[src/rtl/oate_pkg.sv]
`timescale 1ns / 1ps

package oate_pkg;

  localparam int CAPACITY = 16;
  localparam int AW       = $clog2(CAPACITY);
  localparam int CNT_W    = $clog2(CAPACITY + 1);

  localparam int DATA_W   = 32;
  localparam int MODE_W   = 3;
  localparam int POS_W    = 4;
  localparam int STATUS_W = 3;
  localparam int FPOS_W   = 4;
  localparam int COUNT_W  = 5;

  // width that holds both a position and a count for compares
  localparam int CMP_W = (CNT_W > POS_W) ? CNT_W : POS_W;

  typedef logic [AW-1:0]     addr_t;
  typedef logic [DATA_W-1:0] data_t;
  typedef logic [CNT_W-1:0]  cnt_t;

  typedef enum logic [MODE_W-1:0] {
    MODE_PUSH   = 3'd0,
    MODE_POP    = 3'd1,
    MODE_INSERT = 3'd2,
    MODE_DELETE = 3'd3,
    MODE_REMOVE = 3'd4,
    MODE_FIND   = 3'd5,
    MODE_READ   = 3'd6
  } mode_e;

  typedef enum logic [STATUS_W-1:0] {
    ST_OK       = 3'd0,
    ST_FULL     = 3'd1,
    ST_EMPTY    = 3'd2,
    ST_RANGE    = 3'd3,
    ST_NOTFOUND = 3'd4
  } status_e;

  typedef struct packed {
    logic  we;
    addr_t waddr;
    data_t wdata;
    logic  re;
    addr_t raddr;
  } mem_req_t;

  typedef struct packed {
    status_e status;
    data_t   data;
    addr_t   fpos;
    cnt_t    count;
  } result_t;

endpackage

[src/rtl/oate_mem.sv]
`timescale 1ns / 1ps

module oate_mem (
  input  logic              clk_i,
  input  oate_pkg::mem_req_t req_i,
  output oate_pkg::data_t   rdata_o
);

  oate_pkg::data_t mem [oate_pkg::CAPACITY];
  oate_pkg::data_t rdata_q;

  always_ff @(posedge clk_i) begin
    if (req_i.we) begin
      mem[req_i.waddr] <= req_i.wdata;
    end
    if (req_i.re) begin
      rdata_q <= mem[req_i.raddr];
    end
  end

  assign rdata_o = rdata_q;

endmodule

[src/rtl/oate_ctrl.sv]
`timescale 1ns / 1ps

module oate_ctrl (
  input  logic                           clk_i,
  input  logic                           rst_ni,
  input  logic                           in_valid_i,
  output logic                           in_stall_o,
  input  logic [oate_pkg::MODE_W-1:0]    mode_i,
  input  logic [oate_pkg::POS_W-1:0]     position_i,
  input  logic signed [oate_pkg::DATA_W-1:0] operand_value_i,
  output oate_pkg::mem_req_t             mem_req_o,
  input  oate_pkg::data_t                mem_rdata_i,
  output logic                           res_valid_o,
  input  logic                           res_ready_i,
  output oate_pkg::result_t              res_o
);

  typedef enum logic [1:0] {
    S_IDLE,
    S_SCAN,
    S_FIXUP,
    S_DONE
  } state_e;

  state_e            state_q, state_d;
  oate_pkg::mode_e   op_q, op_d;
  oate_pkg::data_t   val_q, val_d;
  oate_pkg::addr_t   pos_q, pos_d;
  oate_pkg::addr_t   rp_q, rp_d;
  oate_pkg::cnt_t    rd_left_q, rd_left_d;
  logic              pend_q, pend_d;
  oate_pkg::addr_t   pidx_q, pidx_d;
  oate_pkg::cnt_t    k_q, k_d;
  oate_pkg::cnt_t    count_q, count_d;
  oate_pkg::status_e st_q, st_d;
  oate_pkg::data_t   data_q, data_d;
  oate_pkg::addr_t   fpos_q, fpos_d;

  logic [oate_pkg::CMP_W-1:0] pos_c, n_c;
  oate_pkg::addr_t pos_a;
  oate_pkg::cnt_t  k_next;
  logic            eq, last;

  assign pos_c  = oate_pkg::CMP_W'(position_i);
  assign n_c    = oate_pkg::CMP_W'(count_q);
  assign pos_a  = oate_pkg::AW'(position_i);
  assign eq     = (mem_rdata_i == val_q);
  assign last   = (rd_left_q == '0);
  assign k_next = eq ? k_q : k_q + 1'b1;

  always_comb begin
    state_d   = state_q;
    op_d      = op_q;
    val_d     = val_q;
    pos_d     = pos_q;
    rp_d      = rp_q;
    rd_left_d = rd_left_q;
    pend_d    = pend_q;
    pidx_d    = pidx_q;
    k_d       = k_q;
    count_d   = count_q;
    st_d      = st_q;
    data_d    = data_q;
    fpos_d    = fpos_q;
    mem_req_o = '0;

    unique case (state_q)
      S_IDLE: begin
        if (in_valid_i) begin
          op_d    = oate_pkg::mode_e'(mode_i);
          val_d   = operand_value_i;
          pos_d   = pos_a;
          st_d    = oate_pkg::ST_OK;
          data_d  = '0;
          fpos_d  = '0;
          k_d     = '0;
          pend_d  = 1'b0;
          state_d = S_DONE;
          unique case (mode_i)
            oate_pkg::MODE_PUSH: begin
              if (count_q == oate_pkg::CNT_W'(oate_pkg::CAPACITY)) begin
                st_d = oate_pkg::ST_FULL;
              end else begin
                mem_req_o.we    = 1'b1;
                mem_req_o.waddr = oate_pkg::AW'(count_q);
                mem_req_o.wdata = operand_value_i;
                count_d         = count_q + 1'b1;
              end
            end
            oate_pkg::MODE_POP: begin
              if (count_q == '0) begin
                st_d = oate_pkg::ST_EMPTY;
              end else begin
                rp_d      = oate_pkg::AW'(count_q - 1'b1);
                rd_left_d = oate_pkg::CNT_W'(1);
                state_d   = S_SCAN;
              end
            end
            oate_pkg::MODE_INSERT: begin
              if (pos_c > n_c) begin
                st_d = oate_pkg::ST_RANGE;
              end else if (count_q == oate_pkg::CNT_W'(oate_pkg::CAPACITY)) begin
                st_d = oate_pkg::ST_FULL;
              end else if (pos_c == n_c) begin
                mem_req_o.we    = 1'b1;
                mem_req_o.waddr = pos_a;
                mem_req_o.wdata = operand_value_i;
                count_d         = count_q + 1'b1;
              end else begin
                // walk the tail downward, then drop the value in at the end
                rp_d      = oate_pkg::AW'(count_q - 1'b1);
                rd_left_d = oate_pkg::CNT_W'(n_c - pos_c);
                state_d   = S_SCAN;
              end
            end
            oate_pkg::MODE_DELETE: begin
              if (pos_c >= n_c) begin
                st_d = oate_pkg::ST_RANGE;
              end else if (pos_c == n_c - 1'b1) begin
                count_d = count_q - 1'b1;
              end else begin
                rp_d      = pos_a + 1'b1;
                rd_left_d = oate_pkg::CNT_W'(n_c - pos_c - 1'b1);
                state_d   = S_SCAN;
              end
            end
            oate_pkg::MODE_REMOVE, oate_pkg::MODE_FIND: begin
              if (count_q == '0) begin
                st_d = oate_pkg::ST_NOTFOUND;
              end else begin
                st_d      = oate_pkg::ST_NOTFOUND;
                rp_d      = '0;
                rd_left_d = count_q;
                state_d   = S_SCAN;
              end
            end
            oate_pkg::MODE_READ: begin
              if (pos_c >= n_c) begin
                st_d = oate_pkg::ST_RANGE;
              end else begin
                rp_d      = pos_a;
                rd_left_d = oate_pkg::CNT_W'(1);
                state_d   = S_SCAN;
              end
            end
            default: ;
          endcase
        end
      end

      S_SCAN: begin
        // one read issued per cycle, its word arrives the cycle after
        if (rd_left_q != '0) begin
          mem_req_o.re    = 1'b1;
          mem_req_o.raddr = rp_q;
          rp_d            = (op_q == oate_pkg::MODE_INSERT) ? rp_q - 1'b1 : rp_q + 1'b1;
          rd_left_d       = rd_left_q - 1'b1;
        end
        pend_d = (rd_left_q != '0);
        pidx_d = rp_q;

        if (pend_q) begin
          unique case (op_q)
            oate_pkg::MODE_POP: begin
              data_d  = mem_rdata_i;
              count_d = count_q - 1'b1;
              state_d = S_DONE;
            end
            oate_pkg::MODE_READ: begin
              data_d  = mem_rdata_i;
              state_d = S_DONE;
            end
            oate_pkg::MODE_FIND: begin
              if (eq) begin
                st_d    = oate_pkg::ST_OK;
                fpos_d  = pidx_q;
                state_d = S_DONE;
              end else if (last) begin
                state_d = S_DONE;
              end
            end
            oate_pkg::MODE_REMOVE: begin
              // compact survivors toward the front
              if (!eq) begin
                mem_req_o.we    = 1'b1;
                mem_req_o.waddr = oate_pkg::AW'(k_q);
                mem_req_o.wdata = mem_rdata_i;
              end
              k_d = k_next;
              if (last) begin
                count_d = k_next;
                st_d    = (k_next == count_q) ? oate_pkg::ST_NOTFOUND : oate_pkg::ST_OK;
                state_d = S_DONE;
              end
            end
            oate_pkg::MODE_DELETE: begin
              mem_req_o.we    = 1'b1;
              mem_req_o.waddr = pidx_q - 1'b1;
              mem_req_o.wdata = mem_rdata_i;
              if (last) begin
                count_d = count_q - 1'b1;
                state_d = S_DONE;
              end
            end
            oate_pkg::MODE_INSERT: begin
              mem_req_o.we    = 1'b1;
              mem_req_o.waddr = pidx_q + 1'b1;
              mem_req_o.wdata = mem_rdata_i;
              if (last) begin
                state_d = S_FIXUP;
              end
            end
            default: state_d = S_DONE;
          endcase
        end

        if (state_d != S_SCAN) begin
          pend_d    = 1'b0;
          rd_left_d = '0;
        end
      end

      S_FIXUP: begin
        mem_req_o.we    = 1'b1;
        mem_req_o.waddr = pos_q;
        mem_req_o.wdata = val_q;
        count_d         = count_q + 1'b1;
        state_d         = S_DONE;
      end

      S_DONE: begin
        if (res_ready_i) begin
          state_d = S_IDLE;
        end
      end

      default: state_d = S_IDLE;
    endcase
  end

  always_ff @(posedge clk_i or negedge rst_ni) begin
    if (!rst_ni) begin
      state_q   <= S_IDLE;
      op_q      <= oate_pkg::MODE_PUSH;
      val_q     <= '0;
      pos_q     <= '0;
      rp_q      <= '0;
      rd_left_q <= '0;
      pend_q    <= 1'b0;
      pidx_q    <= '0;
      k_q       <= '0;
      count_q   <= '0;
      st_q      <= oate_pkg::ST_OK;
      data_q    <= '0;
      fpos_q    <= '0;
    end else begin
      state_q   <= state_d;
      op_q      <= op_d;
      val_q     <= val_d;
      pos_q     <= pos_d;
      rp_q      <= rp_d;
      rd_left_q <= rd_left_d;
      pend_q    <= pend_d;
      pidx_q    <= pidx_d;
      k_q       <= k_d;
      count_q   <= count_d;
      st_q      <= st_d;
      data_q    <= data_d;
      fpos_q    <= fpos_d;
    end
  end

  assign in_stall_o   = (state_q != S_IDLE);
  assign res_valid_o  = (state_q == S_DONE);
  assign res_o.status = st_q;
  assign res_o.data   = data_q;
  assign res_o.fpos   = fpos_q;
  assign res_o.count  = count_q;

`ifndef NO_ASSERTIONS
  a_count_range: assert property (@(posedge clk_i) disable iff (!rst_ni)
    count_q <= oate_pkg::CNT_W'(oate_pkg::CAPACITY))
    else $error("entry count above capacity");

  a_no_rw_same: assert property (@(posedge clk_i) disable iff (!rst_ni)
    (mem_req_o.we && mem_req_o.re) |-> (mem_req_o.waddr != mem_req_o.raddr))
    else $error("read and write hit the same entry");

  a_pend_from_scan: assert property (@(posedge clk_i) disable iff (!rst_ni)
    pend_q |-> ($past(state_q) == S_SCAN))
    else $error("pending read outside a scan");

  a_idle_no_read: assert property (@(posedge clk_i) disable iff (!rst_ni)
    (state_q == S_IDLE) |-> !mem_req_o.re)
    else $error("read issued while idle");

  a_done_holds: assert property (@(posedge clk_i) disable iff (!rst_ni)
    ((state_q == S_DONE) && !res_ready_i) |=> (state_q == S_DONE))
    else $error("result dropped before hand-off");
`endif

endmodule

[src/rtl/ordered_array_table_engine.sv]
`timescale 1ns / 1ps

// Ordered array of up to 16 signed words in a single-port-read, single-port-write
// memory with a registered read. One word in gives one word out. Push, the
// unused mode, deleting the last entry, inserting at the end and every word refused
// at once (full, empty, out of range, find or remove on an empty array) finish
// without a memory walk. Pop and read issue one memory read and wait for its word.
// Find, remove and delete walk the entries they cover, and insert walks the tail
// and then writes the new value in a fixup step. The walk moves one entry per cycle
// because the memory gives one read and one write each cycle. A finished result
// waits in the output register while the next word is taken in. A held output
// keeps the result waiting in the engine until the output register frees.
module ordered_array_table_engine (
  input  logic                               clk_i,
  input  logic                               rst_ni,
  input  logic                               in_valid_i,
  output logic                               in_stall_o,
  input  logic [oate_pkg::MODE_W-1:0]        mode_i,
  input  logic [oate_pkg::POS_W-1:0]         position_i,
  input  logic signed [oate_pkg::DATA_W-1:0] operand_value_i,
  output logic                               out_valid_o,
  input  logic                               out_stall_i,
  output logic [oate_pkg::STATUS_W-1:0]      status_o,
  output logic signed [oate_pkg::DATA_W-1:0] read_value_o,
  output logic [oate_pkg::FPOS_W-1:0]        found_position_o,
  output logic [oate_pkg::COUNT_W-1:0]       entry_count_o
);

  oate_pkg::mem_req_t mem_req;
  oate_pkg::data_t    mem_rdata;
  oate_pkg::result_t  res, out_res_q;
  logic               res_valid, res_ready;
  logic               out_valid_q;

  oate_mem u_mem (
    .clk_i   (clk_i),
    .req_i   (mem_req),
    .rdata_o (mem_rdata)
  );

  oate_ctrl u_ctrl (
    .clk_i           (clk_i),
    .rst_ni          (rst_ni),
    .in_valid_i      (in_valid_i),
    .in_stall_o      (in_stall_o),
    .mode_i          (mode_i),
    .position_i      (position_i),
    .operand_value_i (operand_value_i),
    .mem_req_o       (mem_req),
    .mem_rdata_i     (mem_rdata),
    .res_valid_o     (res_valid),
    .res_ready_i     (res_ready),
    .res_o           (res)
  );

  // output slot frees when empty or when its word is taken this cycle
  assign res_ready = !out_valid_q || !out_stall_i;

  always_ff @(posedge clk_i or negedge rst_ni) begin
    if (!rst_ni) begin
      out_valid_q <= 1'b0;
      out_res_q   <= '0;
    end else if (res_valid && res_ready) begin
      out_valid_q <= 1'b1;
      out_res_q   <= res;
    end else if (!out_stall_i) begin
      out_valid_q <= 1'b0;
    end
  end

  assign out_valid_o      = out_valid_q;
  assign status_o         = out_res_q.status;
  assign read_value_o     = out_res_q.data;
  assign found_position_o = oate_pkg::FPOS_W'(out_res_q.fpos);
  assign entry_count_o    = oate_pkg::COUNT_W'(out_res_q.count);

endmodule

[config.mk]
export PLATFORM = sky130hd
export DESIGN_NAME = ordered_array_table_engine
export DESIGN_NICKNAME = d
export VERILOG_FILES = /design/src/rtl/oate_pkg.sv /design/src/rtl/oate_mem.sv /design/src/rtl/oate_ctrl.sv /design/src/rtl/ordered_array_table_engine.sv
export SDC_FILE = /design/constraint.sdc
export NUM_CORES = 1
export LEC_CHECK = 0
export ABC_AREA = 1
export BUFFER_PORTS_ARGS = -buffer_cell sky130_fd_sc_hd__buf_2
export CAP_MARGIN = 10
export CORE_ASPECT_RATIO = 1.4
export CORE_MARGIN = 2
export CORE_UTILIZATION = 47
export CTS_CLUSTER_DIAMETER = 50
export DETAILED_ROUTE_END_ITERATION = 7
export PLACE_DENSITY_LB_ADDON = 0.1
export SETUP_SLACK_MARGIN = 0.3
export SLEW_MARGIN = 10
export SYNTH_ARGS = -nofsm -noshare
export SYNTH_HDL_FRONTEND = slang
export SYNTH_HIERARCHICAL = 1
export SYNTH_SLANG_ARGS = --single-unit
export TNS_END_PERCENT = 10
[constraint.sdc]
create_clock -name clk_i -period 4.85 [get_ports clk_i]
set_input_delay 1.2125 -clock clk_i [delete_from_list [all_inputs] [get_ports clk_i]]
set_output_delay 1.2125 -clock clk_i [all_outputs]
set_load 0.1 [all_outputs]
==> results of run 1 <==
[placed cells by master, fill, tap and decap left out, types with 4 or more instances in the layout]
cell / instances
nand2_1: 1177
edfxtp_1: 544
nand3_1: 486
inv_1: 467
dfrtp_1: 149
buf_2: 87
clkbuf_16: 77
o21ai_0: 76
buf_4: 73
nor2_1: 63
a31oi_1: 38
xnor2_1: 23
a21oi_1: 23
nor2_4: 21
buf_12: 20
ha_1: 19
clkinv_1: 16
xor2_1: 16
o31ai_1: 15
clkinv_2: 13
clkbuf_1: 12
inv_2: 11
o22ai_1: 10
nand3_2: 9
nor3_1: 7
inv_6: 6
nor2_2: 6
o21ai_1: 6
nand2_2: 5
o211ai_1: 4
[logic make-up after synthesis]
logic type / share of synthesized area
compound gates: 0.0359
xor+xnor: 0.0111
fa+ha+maj: 0.0104
buf+inv: 0.0889
flops: 0.622
simple gates: 0.231
[flip-flops by register name (all words and copies together) (netlist names)]
name,cells
u_mem/mem,512
read_value_o,32
u_ctrl/data_q,32
u_ctrl/val_q,32
u_mem/rdata_o,32
entry_count_o,5
u_ctrl/count_q,5
u_ctrl/k_q,5
u_ctrl/rd_left_q,5
found_position_o,4
u_ctrl/fpos_q,4
u_ctrl/pidx_q,4
u_ctrl/pos_q,4
u_ctrl/rp_q,4
status_o,3
u_ctrl/op_q,3
u_ctrl/st_q,3
u_ctrl/state_q,2
out_valid_o,1
u_ctrl/pend_q,1
[where the power goes]
group | internal (µW) | switching, µW | total [µW]
Clock | 3080 | 2370 | 5450
Sequential | 6330 | 0 | 6330
Combinational | 31.8 | 85.2 | 117
[metal layers]
layer,GRT usage,vias to the layer above,wire [µm]
met5,0,-,0
met4,0.106,0,3220
met3,0.0294,162,4670
met2,0.424,762,43400
met1,0.329,11200,36900
li1,-,11200,-
[worst min-delay path, stage by stage (launching register included)]
cell and delay [ns]:
dfrtp_1 0.34, nand2_1 0.05, nand2_1 0.04
[metrics by stage]
stage | hold WS, ns | setup slack (ns) | util
CTS | 0.469 | 0.913 | 0.532
detailed placement | 0.454 | 0.269 | 0.498
finish | 0.465 | 0.948 | 0.533
global route | 0.497 | 0.769 | 0.533
global placement | 0.451 | 0.261 | 0.498
floorplan | 0.452 | 0.126 | -
[worst paths after layout]
kind / from / to
max in group asynchronous: rst_ni / u_ctrl/val_q[25]
setup reg to reg: u_ctrl/op_q[1] / u_mem/mem[12][21]
setup / recovery: position_i[3] / u_mem/mem[12][21]
min in group asynchronous: rst_ni / u_ctrl/rd_left_q[1]
hold / removal: read_value_o[31] / read_value_o[31]
hold reg to reg: read_value_o[31] / read_value_o[31]
[final cells by class]
type / count / area [µm²] / area share
Multi-Input combinational cell: 2043 / 9470 / 0.262
Inverter: 483 / 1820 / 0.0504
Clock buffer: 92 / 2010 / 0.0557
Timing Repair Buffer: 181 / 1400 / 0.0386
Sequential cell: 693 / 20100 / 0.555
Clock inverter: 40 / 307 / 0.00848
Tap cell: 862 / 1080 / 0.0298
==> results.sh, run 1 <==
export IMPL_outcome="finished, final reports clean"
export IMPL_grt_pass1_vias=22600
export IMPL_ys_warnings_count=6
export IMPL_viasPerCell=5.31
export IMPL_coreArea_um2=67900
export IMPL_drt_iter0_markers=1938
export IMPL_synth_top_area_frac=0.507
export IMPL_grt_use_total=0.251
export IMPL_endpoint_kind="flop"
export IMPL_tns_ns=0
export IMPL_clock_latency_ns=0.63
export IMPL_syn_num_nets=3451
export IMPL_num_rows=113
export IMPL_worstHoldPathType="flop to flop"
export IMPL_cp_num_cells=13
export IMPL_clkTransAtPathRegs_ns=0.06
export IMPL_totalPowerFinal_uw=11900
export IMPL_avgSynthCellArea_um2=9.53
export IMPL_finalInstanceArea_um2=36100
export IMPL_clock_path_buffers=3
export IMPL_routedWlPerCell_um=20.1
export IMPL_dp_cells=4261
export IMPL_p_leak_uw=0.0161
export IMPL_crit_path_start_kind="input pin"
export IMPL_instances_no_fill=4394
export IMPL_rsz0062_at_grt="no"
export IMPL_seq_area_frac_synth=0.622
export IMPL_ios=89
export IMPL_max_cap_viol_count=0
export IMPL_n_fill_cell=6035
export IMPL_powerDensity_nw_per_um2=329
export IMPL_worst_path_max_fanout=32
export IMPL_cts_htree_levels=3
export IMPL_yosysMostFrequentCell="nand2_1"
export IMPL_reg2reg_depth=14
export IMPL_synth_seq_cells=693
export IMPL_globalplace_congestion=0.950
export IMPL_rrSetupSlack_ns=1.05
export IMPL_synth_edf_count=544
export IMPL_root_buffer="clkbuf_16"
export IMPL_cts_resized=0
export IMPL_route_detailed_drc=0
export IMPL_cts_setup_buffers=0
export IMPL_yosys_area_top_type="edfxtp_1"
export IMPL_arrival_ns=4.14
export IMPL_finClkSkew_ns=0.0188
export IMPL_antenna_found_initial=0
export IMPL_drive_gt1_frac=0.101
export IMPL_grt_overflow=0
export IMPL_dieHeight_um=314
export IMPL_tightest_slew_ns=1.12
export IMPL_vdd_drop_max_mv=0.288
export IMPL_ys_types=52
export IMPL_grt_pass1_wl_um=135000
export IMPL_cpMaxStageDelayCell="nor2_4"
export IMPL_die_area_um2=70700
export IMPL_synthFlopType="edfxtp_1"
export IMPL_routed_wl_um=88200
export IMPL_path_buf_inv=4
export IMPL_finalCritPeriodShare=0.805
export IMPL_setup_viol=0
export IMPL_syn_to_final_growth_pct=12.1
export IMPL_slew_headroom=0.254
export IMPL_die_w_um=225
export IMPL_drtAntennaViolNets=0
export IMPL_initial_core_util=0.475
export IMPL_max_freq_mhz=256
export IMPL_synth_common_cells="nand2_1 (1,177), edfxtp_1 (544), nand3_1 (486)"
export IMPL_cts_buffers=72
export IMPL_max_stage_delay_ns=0.89
export IMPL_dpl_hpwl_um=56400
export IMPL_clkSinkCount=693
export IMPL_antennaDiodeCount=0
export IMPL_grt_max_degree=149
export IMPL_place_area_um2=33800
export IMPL_nNetsFinal=3542
export IMPL_hold_path_depth=2
export IMPL_synthTopCellsByArea="edfxtp_1 (51%), nand2_1 (14%), dfrtp_1 (12%)"
export IMPL_finalHoldViolCount=0
export IMPL_cts_tree="done"
export IMPL_async_reset_ff_frac=0.215
export IMPL_cp_required_ns=5.09
export IMPL_dr_pass1_iters=6
export IMPL_port_buffer_count=88
export IMPL_vias=23300
export IMPL_slew_viol_final=0
export IMPL_worstSetupPathType="input pin to flop"
export IMPL_syn_area_um2=32200
export IMPL_cts_hold_buf=0
export IMPL_cp_top_family="simple AND/OR/NAND/NOR gates"
export IMPL_post_route_min_period_ns=3.90
export IMPL_path_cells="buf_2 -> inv_1 -> ha_1 -> inv_1 -> nor2_1 -> nand3_1 -> nor2_2 -> nand2_1 -> inv_1 -> nand3_1 -> a31oi_1 -> nand3_1 -> nor2_4"
export IMPL_netlist_instances=3383
Note: power is estimated with default switching activity, not from simulation.
==> run 2: changes to the inputs <==
Clock period 4.85 ns to 3.9 ns, I/O delays scaled along.
==> run 2 against run 1 <==
  * Clock power grew 28%
  * Flip-flop and latch count unchanged
  * Non-clock buffer count rose by 51
  * Largest power group unchanged
==> results.sh, run 2 (same netlist as run 1, synthesis figures left out) <==
export IMPL_outcome="finished, final reports clean"
export IMPL_syn_to_final_growth_pct=14.0
export IMPL_cts_htree_levels=3
export IMPL_clkSinkCount=693
export IMPL_arrival_ns=4.08
export IMPL_max_stage_delay_ns=0.52
export IMPL_worstHoldPathType="input pin to async pin"
export IMPL_post_route_min_period_ns=3.75
export IMPL_cts_hold_buf=0
export IMPL_tightest_slew_ns=0.870
export IMPL_largest_register_ffs=512
export IMPL_dieHeight_um=314
export IMPL_seqPwrFrac=0.524
export IMPL_finalCritPeriodShare=0.961
export IMPL_finalHoldViolCount=0
export IMPL_timing_final_ws_setup_ns=0.151
export IMPL_rrSetupSlack_ns=0.15
export IMPL_dr_pass1_iters=7
export IMPL_die_area_um2=70700
export IMPL_max_freq_mhz=267
export IMPL_vdd_drop_max_mv=0.288
export IMPL_routedWlPerCell_um=20.0
export IMPL_crit_path_start_kind="flop"
export IMPL_coreArea_um2=67900
export IMPL_grt_use_total=0.252
export IMPL_combPwrFrac=0.010
export IMPL_routed_wl_um=89000
export IMPL_totalPowerFinal_uw=15000
export IMPL_slew_viol_final=0
export IMPL_worstSetupPathType="flop to flop"
export IMPL_worst_path_max_fanout=13
export IMPL_clock_path_buffers=3
export IMPL_vias=23700
export IMPL_ios=89
export IMPL_reg2reg_depth=15
export IMPL_path_buf_inv=3
export IMPL_antenna_found_initial=1
export IMPL_drt_iter0_markers=2042
export IMPL_cpMaxStageDelayCell="nand3b_1"
export IMPL_max_cap_viol_count=0
export IMPL_finClkSkew_ns=0.0267
export IMPL_setup_viol=0
export IMPL_internal_power_uw=11900
export IMPL_cp_num_cells=15
export IMPL_grt_overflow=0
export IMPL_clock_latency_ns=0.64
export IMPL_cp_top_family="simple AND/OR/NAND/NOR gates"
export IMPL_grt_max_degree=129
export IMPL_p_leak_uw=0.0164
export IMPL_viasPerCell=5.32
export IMPL_max_flop_register="u_mem/mem"
export IMPL_cts_buffers=72
export IMPL_num_rows=113
export IMPL_initial_core_util=0.475
export IMPL_root_buffer="clkbuf_16"
export IMPL_grt_pass1_wl_um=135000
export IMPL_pre_cts_ws_ns=-0.0723
export IMPL_final_core_util=0.542
export IMPL_p_clk_frac=0.465
export IMPL_drtAntennaViolNets=0
export IMPL_nNetsFinal=3595
export IMPL_path_cells="inv_1 -> nor2_1 -> nand2_1 -> ha_1 -> a21oi_1 -> nor2_1 -> nor2_1 -> xor2_1 -> o22ai_1 -> nand3_1 -> a31oi_2 -> nand3b_1 -> buf_4 -> nor2_4 -> buf_12"
export IMPL_switching_share=0.205
export IMPL_cp_required_ns=4.23
export IMPL_endpoint_kind="flop"
export IMPL_cts_tree="done"
export IMPL_slew_headroom=0.420
export IMPL_n_fill_cell=6015
export IMPL_rsz0062_at_grt="yes"
export IMPL_grt_pass1_vias=22900
export IMPL_dpl_hpwl_um=57800
export IMPL_layout_commonest_cell="nand2_1"
export IMPL_powerDensity_nw_per_um2=408
export IMPL_drive_gt1_frac=0.116
export IMPL_globalplace_congestion=0.933
export IMPL_netSwitchingPower_uw=3070
export IMPL_antennaDiodeCount=0
export IMPL_route_detailed_drc=0
export IMPL_mostFrequentLayoutCells="nand2_1 (1,176), edfxtp_1 (544), nand3_1 (485)"
export IMPL_clkTransAtPathRegs_ns=0.06
export IMPL_cpMostUsedCell="nor2_1"
export IMPL_die_w_um=225
export IMPL_port_buffer_count=88
## run 2: changes by cell type in the layout (fill, tap and decap cells not counted), sizes merged
cell / before / now
buf: 181 / 232
clkinv: 33 / 32
bufinv: 2 / 7
clkinvlp: 2 / 6
nor2: 90 / 92
clkbuf: 92 / 86
inv: 486 / 485
## run 2: routing by layer
layer	wire length (µm)	up-vias	share of wire	global-route usage
met3	5320	191	0.060	0.0282
met1	36600	11300	0.41	0.329
li1	-	11300	-	-
met4	3130	0	0.035	0.0924
met2	44000	891	0.49	0.433
met5	0	-	0	0
## run 2: final timing paths
| kind | from | end |
|---|---|---|
| max in group asynchronous | rst_ni | u_ctrl/data_q[22] |
| worst max-delay path | u_ctrl/op_q[1] | u_mem/mem[5][0] |
| min in group clk_i | read_value_o[3] | read_value_o[3] |
| worst min register to register | read_value_o[3] | read_value_o[3] |
| worst max register to register | u_ctrl/op_q[1] | u_mem/mem[5][0] |
| worst min-delay path | rst_ni | u_ctrl/rd_left_q[1] |
## run 2: area by class of cell
cell class,count,area (µm²),area share
clock buffers,86,1920,0.0522
clock inverters,47,488,0.0133
inverters,483,1820,0.0495
multi-input cells,2045,9530,0.259
flip-flops and latches,693,20100,0.546
well taps,862,1080,0.0293
repair buffers,232,1870,0.0507
## run 2: what timing repair did
| action | CTS | global route |
|---|---|---|
| setup buffers | 0 | 2 |
| hold endpoints to repair | 0 | 0 |
| gates cloned | 0 | 2 |
| endpoints found under the setup margin | 37 | 320 |
| pin swaps | 1 | 3 |
| resized for setup | 0 | 2 |
## run 2: power groups by stage
stage	logic, µW	clock network, µW	registers (µW)
detailed placement	153	0	8030
global placement	153	0	8030
CTS	154	7150	7870
global route	168	7440	7870
floorplan	47.9	0	8030
finish	152	6990	7880
## run 2: per-stage QoR
step	hold WS (ns)	TNS, ns	cell area [µm²]	instances
global route	0.450	-0.658	36800	4448
global placement	0.451	0	34300	4311
detailed placement	0.454	-2.97	34300	4311
finish	0.392	0	36800	4448
CTS	0.410	0	36700	4444
floorplan	0.452	0	32400	3383
==> run 3: changes to the inputs <==
Settings changed: CORE_ASPECT_RATIO 1.4 to 1.1.
==> run 3 against run 2 <==
  * Flip-flop and latch count unchanged
  * Sequential share of layout area shrank 0.73 points
  * Global-route usage decreased by 0.47 points
  * Critical path type unchanged
  * Critical endpoint is now u_mem/mem[2][10]
  * Largest cell class unchanged
==> results.sh, run 3 (same netlist as run 1, synthesis figures left out) <==
export IMPL_antenna_found_initial=4
export IMPL_crit_path_start_kind="flop"
export IMPL_cpMostUsedCell="nand2_1"
export IMPL_worst_path_max_fanout=27
export IMPL_num_rows=100
export IMPL_dr_pass1_iters=7
export IMPL_combPwrFrac=0.009
export IMPL_routedWlPerCell_um=19.5
export IMPL_layout_commonest_cell="nand2_1"
export IMPL_clkSinkCount=693
export IMPL_finalHoldViolCount=0
export IMPL_seqPwrFrac=0.505
export IMPL_worstSetupPathType="flop to flop"
export IMPL_path_cells="xnor2_1 -> nand2_1 -> nor2_1 -> nand2_1 -> nor2_1 -> nand2_2 -> nand2_1 -> o21ai_0 -> nand3_1 -> a31oi_2 -> buf_4 -> nor2_1 -> nand2_1 -> nor2_4 -> buf_12"
export IMPL_clock_latency_ns=0.63
export IMPL_outcome="finished, final reports clean"
export IMPL_dp_cells=4355
export IMPL_setup_viol=0
export IMPL_initial_core_util=0.475
export IMPL_globalplace_congestion=0.921
export IMPL_n_fill_cell=5981
export IMPL_p_leak_uw=0.0165
export IMPL_drt_iter0_markers=2095
export IMPL_vias=23400
export IMPL_p_clk_frac=0.486
export IMPL_rsz0062_at_grt="yes"
export IMPL_totalPowerFinal_uw=15600
export IMPL_worstHoldPathType="input pin to async pin"
export IMPL_pre_cts_ws_ns=-0.0461
export IMPL_max_flop_register="u_mem/mem"
export IMPL_ios=89
export IMPL_nNetsFinal=3591
export IMPL_max_stage_delay_ns=0.43
export IMPL_die_area_um2=70700
export IMPL_max_cap_viol_count=0
export IMPL_whs_ns=0.395
export IMPL_slew_viol_final=0
export IMPL_powerDensity_nw_per_um2=419
export IMPL_grt_pass1_wl_um=133000
export IMPL_die_w_um=254
export IMPL_vdd_drop_max_mv=0.327
export IMPL_tns_ns=0
export IMPL_syn_to_final_growth_pct=15.6
export IMPL_dieHeight_um=279
export IMPL_largest_register_ffs=512
export IMPL_grt_use_total=0.247
export IMPL_timing_final_ws_setup_ns=0.411
export IMPL_instances_no_fill=4508
export IMPL_endpoint_kind="flop"
export IMPL_post_route_min_period_ns=3.49
export IMPL_cp_top_family="simple AND/OR/NAND/NOR gates"
export IMPL_cp_required_ns=4.20
export IMPL_route_detailed_drc=0
export IMPL_cts_htree_levels=3
export IMPL_cpMaxStageDelayCell="edfxtp_1"
export IMPL_tightest_slew_ns=1.06
export IMPL_routed_wl_um=87700
export IMPL_netSwitchingPower_uw=3170
export IMPL_slew_headroom=0.295
export IMPL_switching_share=0.203
export IMPL_dpl_hpwl_um=55900
export IMPL_path_buf_inv=2
export IMPL_port_buffer_count=88
export IMPL_grt_pass1_vias=22000
export IMPL_max_freq_mhz=287
export IMPL_arrival_ns=3.79
export IMPL_internal_power_uw=12400
export IMPL_cts_hold_buf=0
export IMPL_antennaDiodeCount=0
export IMPL_cts_buffers=81
export IMPL_coreArea_um2=67800
export IMPL_clock_path_buffers=3
export IMPL_finalCritPeriodShare=0.895
export IMPL_viasPerCell=5.20
export IMPL_grt_overflow=0
export IMPL_root_buffer="clkbuf_16"
export IMPL_mostFrequentLayoutCells="nand2_1 (1,176), edfxtp_1 (544), nand3_1 (485)"
export IMPL_cts_tree="done"
export IMPL_finClkSkew_ns=0.0240
export IMPL_grt_max_degree=106
export IMPL_drtAntennaViolNets=0
export IMPL_drive_gt1_frac=0.118
export IMPL_clkTransAtPathRegs_ns=0.06
## run 3: changes by cell type in the layout (fill, tap and decap cells not counted), moves of 4 or more
cell       before  now
clkbuf_16      75   89
clkinv_1       18   12
buf_12         27   45
clkbuf_1       11   18
inv_6           4    8
clkinv_2        7   11
buf_4         117   87
## run 3: path summary, 6_finish.rpt
kind                             startpoint                 to  slack, ns  depth (start not counted)
min in group clk_i         entry_count_o[4]   entry_count_o[4]       0.46                          2
min reg2reg                entry_count_o[4]   entry_count_o[4]       0.46                          2
max in group asynchronous            rst_ni  u_ctrl/count_q[2]       2.56                          2
max reg2reg                u_mem/rdata_o[3]   u_mem/mem[2][10]       0.41                         15
min                                  rst_ni    read_value_o[5]       0.39                          1
max                        u_mem/rdata_o[3]   u_mem/mem[2][10]       0.41                         15
## run 3: cell type report
| cell class | count | area [µm²] | area share |
|---|---|---|---|
| Clock buffer | 110 | 2340 | 0.0627 |
| Clock inverter | 40 | 375 | 0.0101 |
| Inverter | 483 | 1820 | 0.0488 |
| Multi-Input combinational cell | 2044 | 9530 | 0.256 |
| Sequential cell | 693 | 20100 | 0.538 |
| Tap cell | 918 | 1150 | 0.0308 |
| Timing Repair Buffer | 220 | 2000 | 0.0537 |
## run 3: power groups by stage
stage	registers, µW	logic (µW)	clock network, µW
floorplan	8030	47.9	0
finish	7880	145	7580
global placement	8030	147	0
global route	7870	161	8050
CTS	7880	147	7740
detailed placement	8030	146	0
## run 3: per-stage QoR
stage / util / cell area, µm²
floorplan: - / 32400
global placement: 0.509 / 34500
detailed placement: 0.509 / 34500
CTS: 0.549 / 37200
global route: 0.550 / 37300
finish: 0.550 / 37300
## run 3: per-layer routing
layer / track usage / vias up / part of all wire
li1: - / 11300 / -
met1: 0.352 / 11300 / 0.45
met2: 0.397 / 763 / 0.47
met3: 0.0309 / 113 / 0.058
met4: 0.0738 / 0 / 0.024
met5: 0 / - / 0
## run 3: repair_timing
action | CTS | global route
setup endpoints to repair | 32 | 40
pin swaps | 1 | 1
cloned | 0 | 1
resized for setup | 0 | 1
endpoints found under the hold margin | 0 | 0
setup buffers | 0 | 2
